==> src/sv/md5_message_digest_macros.svh <==
// ----------------------------------------------------------------------------
// MD5 digest assertion macros
// Concurrent assertion helpers; empty when synthesising.
// ----------------------------------------------------------------------------
`ifndef MD5_MESSAGE_DIGEST_MACROS_SVH
`define MD5_MESSAGE_DIGEST_MACROS_SVH
`ifndef SYNTHESIS
`define MD5_ASSERT_IMPL(label, clk, rst, ante, cons) \
  label: assert property (@(posedge clk) disable iff (rst) (ante) |-> (cons)) \
    else $error("md5 assertion failed");
`define MD5_ASSERT_NEXT(label, clk, rst, ante, cons) \
  label: assert property (@(posedge clk) disable iff (rst) (ante) |=> (cons)) \
    else $error("md5 assertion failed");
`else
`define MD5_ASSERT_IMPL(label, clk, rst, ante, cons)
`define MD5_ASSERT_NEXT(label, clk, rst, ante, cons)
`endif
`endif

==> src/sv/md5_pkg.sv <==
// ----------------------------------------------------------------------------
// MD5 package
// Constants, round tables and the controller/datapath interface types.
// ----------------------------------------------------------------------------
`default_nettype none
package md5_pkg;

  localparam logic [31:0] IV_A = 32'h67452301;
  localparam logic [31:0] IV_B = 32'hefcdab89;
  localparam logic [31:0] IV_C = 32'h98badcfe;
  localparam logic [31:0] IV_D = 32'h10325476;
  localparam logic [7:0]  PAD_BYTE = 8'h80;
  localparam int unsigned BLOCK_BYTES = 64;

  typedef enum logic [2:0] {
    ST_IDLE,
    ST_ROUND,
    ST_PAD,
    ST_LEN,
    ST_OUT
  } md5_state_t;

  typedef enum logic [1:0] {
    FILL_MSG,
    FILL_PAD,
    FILL_ZERO,
    FILL_LEN
  } fill_sel_t;

  typedef struct packed {
    logic      wr_en;
    fill_sel_t wr_sel;
    logic      count_inc;
    logic      round_start;
    logic      round_step;
    logic      chain_add;
    logic      msg_clear;
  } md5_cmd_t;

  typedef struct packed {
    logic [5:0] fill_pos;
    logic       round_done;
  } md5_status_t;

  function automatic logic [31:0] md5_k(input logic [5:0] i);
    logic [31:0] k;
    case (i)
      6'd0: k = 32'hd76aa478;  6'd1: k = 32'he8c7b756;
      6'd2: k = 32'h242070db;  6'd3: k = 32'hc1bdceee;
      6'd4: k = 32'hf57c0faf;  6'd5: k = 32'h4787c62a;
      6'd6: k = 32'ha8304613;  6'd7: k = 32'hfd469501;
      6'd8: k = 32'h698098d8;  6'd9: k = 32'h8b44f7af;
      6'd10: k = 32'hffff5bb1; 6'd11: k = 32'h895cd7be;
      6'd12: k = 32'h6b901122; 6'd13: k = 32'hfd987193;
      6'd14: k = 32'ha679438e; 6'd15: k = 32'h49b40821;
      6'd16: k = 32'hf61e2562; 6'd17: k = 32'hc040b340;
      6'd18: k = 32'h265e5a51; 6'd19: k = 32'he9b6c7aa;
      6'd20: k = 32'hd62f105d; 6'd21: k = 32'h02441453;
      6'd22: k = 32'hd8a1e681; 6'd23: k = 32'he7d3fbc8;
      6'd24: k = 32'h21e1cde6; 6'd25: k = 32'hc33707d6;
      6'd26: k = 32'hf4d50d87; 6'd27: k = 32'h455a14ed;
      6'd28: k = 32'ha9e3e905; 6'd29: k = 32'hfcefa3f8;
      6'd30: k = 32'h676f02d9; 6'd31: k = 32'h8d2a4c8a;
      6'd32: k = 32'hfffa3942; 6'd33: k = 32'h8771f681;
      6'd34: k = 32'h6d9d6122; 6'd35: k = 32'hfde5380c;
      6'd36: k = 32'ha4beea44; 6'd37: k = 32'h4bdecfa9;
      6'd38: k = 32'hf6bb4b60; 6'd39: k = 32'hbebfbc70;
      6'd40: k = 32'h289b7ec6; 6'd41: k = 32'heaa127fa;
      6'd42: k = 32'hd4ef3085; 6'd43: k = 32'h04881d05;
      6'd44: k = 32'hd9d4d039; 6'd45: k = 32'he6db99e5;
      6'd46: k = 32'h1fa27cf8; 6'd47: k = 32'hc4ac5665;
      6'd48: k = 32'hf4292244; 6'd49: k = 32'h432aff97;
      6'd50: k = 32'hab9423a7; 6'd51: k = 32'hfc93a039;
      6'd52: k = 32'h655b59c3; 6'd53: k = 32'h8f0ccc92;
      6'd54: k = 32'hffeff47d; 6'd55: k = 32'h85845dd1;
      6'd56: k = 32'h6fa87e4f; 6'd57: k = 32'hfe2ce6e0;
      6'd58: k = 32'ha3014314; 6'd59: k = 32'h4e0811a1;
      6'd60: k = 32'hf7537e82; 6'd61: k = 32'hbd3af235;
      6'd62: k = 32'h2ad7d2bb; default: k = 32'heb86d391;
    endcase
    return k;
  endfunction

  function automatic logic [4:0] md5_rot(input logic [5:0] i);
    logic [4:0] r;
    case ({i[5:4], i[1:0]})
      4'd0: r = 5'd7;   4'd1: r = 5'd12;  4'd2: r = 5'd17;  4'd3: r = 5'd22;
      4'd4: r = 5'd5;   4'd5: r = 5'd9;   4'd6: r = 5'd14;  4'd7: r = 5'd20;
      4'd8: r = 5'd4;   4'd9: r = 5'd11;  4'd10: r = 5'd16; 4'd11: r = 5'd23;
      4'd12: r = 5'd6;  4'd13: r = 5'd10; 4'd14: r = 5'd15; default: r = 5'd21;
    endcase
    return r;
  endfunction

endpackage
`default_nettype wire

==> src/sv/md5_message_digest.sv <==
// ----------------------------------------------------------------------------
// MD5 message digest
// Byte-serial MD5: one message byte per input word, digest as one output word.
// ----------------------------------------------------------------------------
// Input channel (valid/ready): msg_byte, byte_valid, last_item. Bytes are
// taken one per cycle while the block is idle; the 64th byte of a block
// starts compression (one MD5 round per cycle in a shared round unit),
// and the next word is accepted only once its rounds are done. A word
// with last_item set starts padding: the 0x80 byte, zeros and the
// little-endian bit length are written into the block buffer one byte per
// cycle, each block followed by a compression; a 0x80 byte at position 56
// or later needs one extra block. The digest then stands on the output
// channel until taken; a stalled receiver holds the block with no further
// input accepted. Once the digest is taken the chaining words and byte
// count return to their initial values. Reset (synchronous, active high)
// does the same at once.
// ----------------------------------------------------------------------------
`default_nettype none
`include "md5_message_digest_macros.svh"
module md5_message_digest (
  input  wire logic        clk,
  input  wire logic        rst,
  input  wire logic        in_valid,
  output logic             in_ready,
  input  wire logic [7:0]  msg_byte,
  input  wire logic        byte_valid,
  input  wire logic        last_item,
  output logic             out_valid,
  input  wire logic        out_ready,
  output logic [63:0]      digest_low,
  output logic [63:0]      digest_high
);
  import md5_pkg::*;

  md5_cmd_t    cmd;
  md5_status_t status;

  md5_control u_ctrl (
    .clk, .rst, .in_valid, .in_ready, .byte_valid, .last_item,
    .out_valid, .out_ready, .status, .cmd
  );

  md5_datapath u_dp (
    .clk, .rst, .cmd, .status, .msg_byte, .digest_low, .digest_high
  );

  `MD5_ASSERT_IMPL(a_no_overlap, clk, rst, out_valid, !in_ready)
  `MD5_ASSERT_NEXT(a_out_hold, clk, rst, out_valid && !out_ready, out_valid)
  `MD5_ASSERT_NEXT(a_clear_fill, clk, rst, out_valid && out_ready, status.fill_pos == 6'd0)
endmodule
`default_nettype wire

==> src/sv/md5_datapath.sv <==
// ----------------------------------------------------------------------------
// MD5 datapath
// Block buffer, byte count, chaining words and the one-round-per-cycle unit.
// ----------------------------------------------------------------------------
`default_nettype none
module md5_datapath (
  input  wire logic                clk,
  input  wire logic                rst,
  input  wire md5_pkg::md5_cmd_t   cmd,
  output md5_pkg::md5_status_t     status,
  input  wire logic [7:0]          msg_byte,
  output logic [63:0]              digest_low,
  output logic [63:0]              digest_high
);
  import md5_pkg::*;

  logic [31:0] block_store [BLOCK_BYTES / 4];
  logic [63:0] byte_total;
  logic [5:0]  fill_pos;
  logic [31:0] ca, cb, cc, cd;
  logic [31:0] a, b, c, d;
  logic [5:0]  round;
  logic        busy;
  logic [7:0]  wr_data;
  logic [5:0]  len_pos;
  logic [63:0] bit_len;
  logic [31:0] f, mw, sum, rot;
  logic [3:0]  g;
  logic [5:0]  rnd_next;

  assign bit_len = {byte_total[60:0], 3'b000};
  assign len_pos = fill_pos;

  always_comb begin
    case (cmd.wr_sel)
      FILL_MSG:  wr_data = msg_byte;
      FILL_PAD:  wr_data = PAD_BYTE;
      FILL_ZERO: wr_data = 8'h00;
      default:   wr_data = bit_len[{len_pos[2:0], 3'b000} +: 8];
    endcase
  end

  always_ff @(posedge clk) begin
    if (cmd.wr_en) begin
      block_store[fill_pos[5:2]][{fill_pos[1:0], 3'b000} +: 8] <= wr_data;
    end
  end

  always_ff @(posedge clk) begin
    if (rst || cmd.msg_clear) begin
      byte_total <= '0;
    end else if (cmd.count_inc) begin
      byte_total <= byte_total + 64'd1;
    end
  end

  always_ff @(posedge clk) begin
    if (rst) begin
      fill_pos <= '0;
    end else if (cmd.msg_clear) begin
      fill_pos <= '0;
    end else if (cmd.wr_en) begin
      fill_pos <= fill_pos + 6'd1;
    end
  end

  always_comb begin
    case (round[5:4])
      2'd0: begin f = (b & c) | (~b & d); g = round[3:0]; end
      2'd1: begin f = (d & b) | (~d & c); g = 4'(5 * round + 1); end
      2'd2: begin f = b ^ c ^ d;          g = 4'(3 * round + 5); end
      default: begin f = c ^ (b | ~d);    g = 4'(7 * round); end
    endcase
    mw = block_store[g];
    sum = a + f + md5_k(round) + mw;
    rot = (sum << md5_rot(round)) | (sum >> (6'd32 - {1'b0, md5_rot(round)}));
    rnd_next = round + 6'd1;
  end

  always_ff @(posedge clk) begin
    if (rst) begin
      busy <= 1'b0;
      round <= '0;
    end else if (cmd.round_start) begin
      busy <= 1'b1;
      round <= '0;
    end else if (cmd.round_step && busy) begin
      round <= rnd_next;
      if (round == 6'd63) begin
        busy <= 1'b0;
      end
    end
  end

  assign status = {fill_pos, busy && (round == 6'd63)};

  always_ff @(posedge clk) begin
    if (cmd.round_start) begin
      a <= ca; b <= cb; c <= cc; d <= cd;
    end else if (cmd.round_step && busy) begin
      a <= d; d <= c; c <= b; b <= b + rot;
    end
  end

  always_ff @(posedge clk) begin
    if (rst || cmd.msg_clear) begin
      ca <= IV_A; cb <= IV_B; cc <= IV_C; cd <= IV_D;
    end else if (cmd.chain_add) begin
      ca <= ca + d; cb <= cb + (b + rot); cc <= cc + b; cd <= cd + c;
    end
  end

  assign digest_low  = {cb, ca};
  assign digest_high = {cd, cc};
endmodule
`default_nettype wire

==> src/sv/md5_control.sv <==
// ----------------------------------------------------------------------------
// MD5 controller
// Sequences byte intake, compression, padding, length and digest hand-off.
// ----------------------------------------------------------------------------
`default_nettype none
module md5_control (
  input  wire logic                 clk,
  input  wire logic                 rst,
  input  wire logic                 in_valid,
  output logic                      in_ready,
  input  wire logic                 byte_valid,
  input  wire logic                 last_item,
  output logic                      out_valid,
  input  wire logic                 out_ready,
  input  wire md5_pkg::md5_status_t status,
  output md5_pkg::md5_cmd_t         cmd
);
  import md5_pkg::*;

  md5_state_t state, state_next;
  logic       closing, closing_next;
  logic       final_blk, final_blk_next;
  logic       spill, spill_next;
  logic       take;

  always_ff @(posedge clk) begin
    if (rst) begin
      state <= ST_IDLE;
      closing <= 1'b0;
      final_blk <= 1'b0;
      spill <= 1'b0;
    end else begin
      state <= state_next;
      closing <= closing_next;
      final_blk <= final_blk_next;
      spill <= spill_next;
    end
  end

  always_comb begin
    state_next = state;
    closing_next = closing;
    final_blk_next = final_blk;
    spill_next = spill;
    cmd = '0;
    cmd.wr_sel = FILL_MSG;
    in_ready = 1'b0;
    out_valid = 1'b0;
    take = 1'b0;
    case (state)
      ST_IDLE: begin
        in_ready = 1'b1;
        take = in_valid;
        if (take) begin
          closing_next = last_item;
          if (byte_valid) begin
            cmd.wr_en = 1'b1;
            cmd.count_inc = 1'b1;
            if (status.fill_pos == 6'd63) begin
              cmd.round_start = 1'b1;
              final_blk_next = 1'b0;
              state_next = ST_ROUND;
            end else if (last_item) begin
              state_next = ST_PAD;
            end
          end else if (last_item) begin
            state_next = ST_PAD;
          end
        end
      end
      ST_ROUND: begin
        cmd.round_step = 1'b1;
        if (status.round_done) begin
          cmd.chain_add = 1'b1;
          if (final_blk) begin
            state_next = ST_OUT;
          end else if (closing) begin
            state_next = ST_PAD;
          end else if (spill) begin
            spill_next = 1'b0;
            state_next = ST_LEN;
          end else begin
            state_next = ST_IDLE;
          end
        end
      end
      ST_PAD: begin
        cmd.wr_en = 1'b1;
        cmd.wr_sel = FILL_PAD;
        closing_next = 1'b0;
        spill_next = (status.fill_pos >= 6'd56);
        if (status.fill_pos == 6'd63) begin
          cmd.round_start = 1'b1;
          final_blk_next = 1'b0;
          state_next = ST_ROUND;
        end else begin
          state_next = ST_LEN;
        end
      end
      ST_LEN: begin
        cmd.wr_en = 1'b1;
        cmd.wr_sel = (status.fill_pos >= 6'd56 && !spill) ? FILL_LEN : FILL_ZERO;
        if (status.fill_pos == 6'd63) begin
          cmd.round_start = 1'b1;
          final_blk_next = !spill;
          state_next = ST_ROUND;
        end
      end
      ST_OUT: begin
        out_valid = 1'b1;
        if (out_ready) begin
          cmd.msg_clear = 1'b1;
          closing_next = 1'b0;
          final_blk_next = 1'b0;
          spill_next = 1'b0;
          state_next = ST_IDLE;
        end
      end
      default: state_next = ST_IDLE;
    endcase
  end
endmodule
`default_nettype wire

==> config.mk <==
export PLATFORM = sky130hd
export DESIGN_NAME = md5_message_digest
export DESIGN_NICKNAME = d
export VERILOG_FILES = /design/src/sv/md5_pkg.sv /design/src/sv/md5_message_digest.sv /design/src/sv/md5_datapath.sv /design/src/sv/md5_control.sv
export VERILOG_INCLUDE_DIRS = /design/src /design/src/sv
export SDC_FILE = /design/constraint.sdc
export NUM_CORES = 2
export LEC_CHECK = 0
export BUFFER_PORTS_ARGS = -buffer_cell sky130_fd_sc_hd__buf_4
export CAP_MARGIN = 20
export CORE_MARGIN = 3
export CORE_UTILIZATION = 50
export DETAILED_ROUTE_END_ITERATION = 6
export PLACE_DENSITY_LB_ADDON = 0.1
export SETUP_SLACK_MARGIN = 0.1
export SLEW_MARGIN = 20
export SYNTH_ARGS = -nofsm -noshare
export SYNTH_HDL_FRONTEND = slang
export SYNTH_SLANG_ARGS = --single-unit
==> constraint.sdc <==
create_clock -name clk -period 12.09 [get_ports clk]
set_clock_uncertainty 0.05 [all_clocks]
set_input_delay 0.6045 -clock clk [delete_from_list [all_inputs] [get_ports clk]]
set_output_delay 0.6045 -clock clk [all_outputs]
set_load 0.1 [all_outputs]
==> results.py <==
metrics = {
    "layout": {
        "area_growth_pct": 17.6,
        "n_fill_cell": 8882,
        "finalInstanceArea_mm2": 0.0632,
        "final_common_cell": "nand2_1",
        "drive_above_1_share": 0.194,
        "multi_input_area_mm2": 0.0285,
        "fin_nets": 5999,
        "final_cell_mix": "791 x nand2_1, 640 x edfxtp_1, 516 x buf_4",
        "regArea_mm2": 0.0241,
    },
    "place": {
        "portBuffers": 143,
        "gp_congestion": 1.01,
        "post-dp-hpwl_um": 127000,
        "postPlaceCellArea_mm2": 0.0584,
    },
    "setup_path": {
        "cp_common_cell": "buf_4",
        "slowest_delay_ns": 0.63,
        "crit_path_start_kind": "register",
        "required_ns": 12.66,
        "path_class": "reg2reg",
        "worstPathArrival_ns": 12.20,
        "crit_path_end_kind": "register",
        "crit_slowest_cell": "mux4_4",
        "worstPathMaxFanout": 5,
    },
    "timing": {
        "grt_setup_unrepaired": "yes",
        "post-route-period-util": 0.963,
        "slew_viol_final": 0,
        "maxSlewHeadroom": 0.265,
        "finalSetupViolCount": 0,
        "min_period_ns": 11.64,
        "whs_ns": 0.152,
        "fmax_ghz": 0.0859,
        "hold_violations": 0,
        "tightest_slew_ns": 1.10,
    },
    "synth": {
        "synth_adder_area_share": 0.0819,
        "synth_area_per_cell_um2": 10.0,
        "synth-simple-area-share": 0.137,
        "synth_seq_area_share": 0.449,
        "synth_top_area_frac": 0.358,
        "synth-edff-count": 640,
        "synth_compound_area_frac": 0.160,
        "synthArstFlopShare": 0,
        "netlist_area_mm2": 0.0537,
        "synth_top_family_by_area": "compound AO/OA/AOI/OAI gates",
        "ys_types": 89,
        "synthMuxAreaShare": 0.0875,
        "synth-main-ff-cell": "edfxtp_1",
        "synthTopCellsByArea": "edfxtp_1 36%, dfxtp_1 9.1%, mux4_2 6.4%",
        "syn_inst": 5348,
        "synth-warning-count": 0,
        "synth_seq_cells": 885,
        "syn_nets": 5648,
        "synthXorXnorAreaFrac": 0.0443,
        "yosysTopAreaCell": "edfxtp_1",
    },
    "cts": {
        "clk_latency_ns": 0.71,
        "cts_tree": "built",
        "cts_inserted_buffers": 98,
        "cts.path.max_buffers": 3,
        "cts_root_buf": "clkbuf_16",
        "h-tree-depth": 3,
        "clock-sinks": 885,
        "clk_pin_slew_ns": 0.06,
    },
    "die": {
        "start_util": 0.507,
        "die_h_um": 334,
        "fp.dieW_um": 334,
        "core_area_mm2": 0.106,
        "ioPinCount": 144,
        "die-area_mm2": 0.111,
        "std_cell_rows": 119,
    },
    "grt": {
        "grt_pass1_vias": 41000,
        "grt_util_all_layers": 0.304,
        "grt_max_degree": 159,
        "antenna_found_initial": 2,
        "grt_overflow": 0,
        "grt_pass1_wl_um": 258000,
    },
    "detailed_routing": {
        "viasPerCell": 6.10,
        "vias": 43800,
        "firstDrtPassIters": 6,
        "dr.first_iter.drc_count": 4870,
        "wl_um": 174000,
        "post_drt_wl_per_cell_um": 24.3,
        "drc_errors": 0,
        "ant_nets": 0,
    },
    "flow_run": {
        "cap_violations": 0,
    },
    "pwr": {
        "leakage_nw": 24.9,
        "vdd_drop_max_mv": 0.156,
        "power_mw": 8.41,
        "power_density_mw_per_mm2": 133,
    },
    "worst_hold_path": {
        "hold_path.class": "in2reg",
    },
    "status": {
        "status": "finished, final reports clean",
    },
}
cells in the mapped netlist (all sizes together) (14+ instances only):
library cell and count:
a211oi 76, a21boi 14, a21o 72, a21oi 433
a31oi 71, and2 16, and3 29, buf 52
clkbuf 250, dfxtp 245, edfxtp 640, fa 69
ha 217, inv 262, maj3 30, mux2 32
mux2i 89, mux4 153, nand2 792, nand2b 48
nand3 111, nand4 24, nor2 432, nor2b 63
nor3 80, o211ai 79, o21a 43, o21ai 285
o21bai 21, o221a 30, o221ai 27, o22a 34
o22ai 23, o311ai 17, o31ai 15, or3 37
xnor2 133, xor2 136
sequential cells by signal (all words and copies together), names as in the netlist, named ones only:
name,count
u_ctrl.spill,1
u_dp.a,32
u_dp.block_store,512
u_dp.busy,1
u_dp.byte_total,61
u_ctrl.closing,1
u_dp.c,32
u_dp.cc,32
u_ctrl.final_blk,1
u_dp.cd,32
u_dp.ca,32
u_dp.b,32
u_dp.d,32
u_dp.cb,32
u_dp.round,6
u_ctrl.state,3
u_dp.fill_pos,6
area by class of cell:
cell class	instances	area share
multi-input combinational	3897	0.451
clock buffer	128	0.0423
antenna	1	0.0000396
sequential	885	0.382
timing repair buffer	553	0.0730
tap	1391	0.0276
inverter	264	0.0157
clock inverter	50	0.00844
timing repair:
item | CTS | global route
hold buffers | 0 | 0
pin swaps | 4 | 55
gates cloned | 1 | 5
buffers inserted | 8 | 47
gates resized for setup | 23 | 181
endpoints found under the setup margin | 3 | 12
worst paths after layout:
path / start / end / slack (ns) / cells past startpoint
worst max-delay path: u_dp.round[0]$_SDFFE_PP0P_ / u_dp.cb[30]$_SDFFE_PP1P_ / 0.45 / 60
worst min-delay path: last_item / u_ctrl.closing$_SDFFE_PP0P_ / 0.15 / 3
worst max register to register: u_dp.round[0]$_SDFFE_PP0P_ / u_dp.cb[30]$_SDFFE_PP1P_ / 0.45 / 60
worst min register to register: u_dp.cc[26]$_SDFFE_PP0P_ / u_dp.cc[26]$_SDFFE_PP0P_ / 0.45 / 2
cell families (layout without fill, tap and decap cells):
kind of cell | after synthesis | count (layout)
flip-flops | 885 | 885
buffers and inverters | 566 | 995
AND/OR/NAND/NOR | 1688 | 1688
multiplexers | 274 | 274
AO/OA/AOI/OAI | 1349 | 1349
adder cells (fa/ha/maj) | 316 | 316
other | 0 | 1
XOR/XNOR | 270 | 270
metrics by stage:
| stage | utilization | setup slack [ns] | setup TNS, ns | cells |
|---|---|---|---|---|
| finish | 0.597 | 0.453 | 0 | 7169 |
| global route | 0.597 | -0.0333 | -0.0333 | 7168 |
| CTS | 0.584 | 0.102 | 0 | 7116 |
| detailed placement | 0.551 | -0.131 | -0.287 | 6929 |
| global placement | 0.551 | 0.0152 | 0 | 6929 |
| floorplan | - | 0.120 | 0 | 5348 |
critical path: cells and delay by family (launching register included):
family	cells	cell delay [ns]
buffers and inverters	14	1.80
muxes	4	1.04
AOI/OAI and AO/OA	23	4.15
xor gates and xnor gates	2	0.28
adders and majority gates	8	2.87
DFF	1	0.37
and+or+nand+nor	9	0.98
layer usage:
| layer | part of all wire | up-vias | global-route usage |
|---|---|---|---|
| met5 | 0.000075 | - | 0 |
| met1 | 0.42 | 21400 | 0.418 |
| met4 | 0.046 | 2 | 0.120 |
| met3 | 0.077 | 344 | 0.0589 |
| li1 | - | 20300 | - |
| met2 | 0.45 | 1746 | 0.477 |
power by group:
group / total (mW) / leakage, nW / switching (mW) / internal [mW]
Combinational: 2.12 / 14.9 / 1.16 / 0.953
Sequential: 3.31 / 8.36 / 0.00592 / 3.30
Clock: 2.98 / 1.56 / 1.27 / 1.71
Total: 8.41 / 24.9 / 2.44 / 5.97
Power figures use the tool's default switching activity.
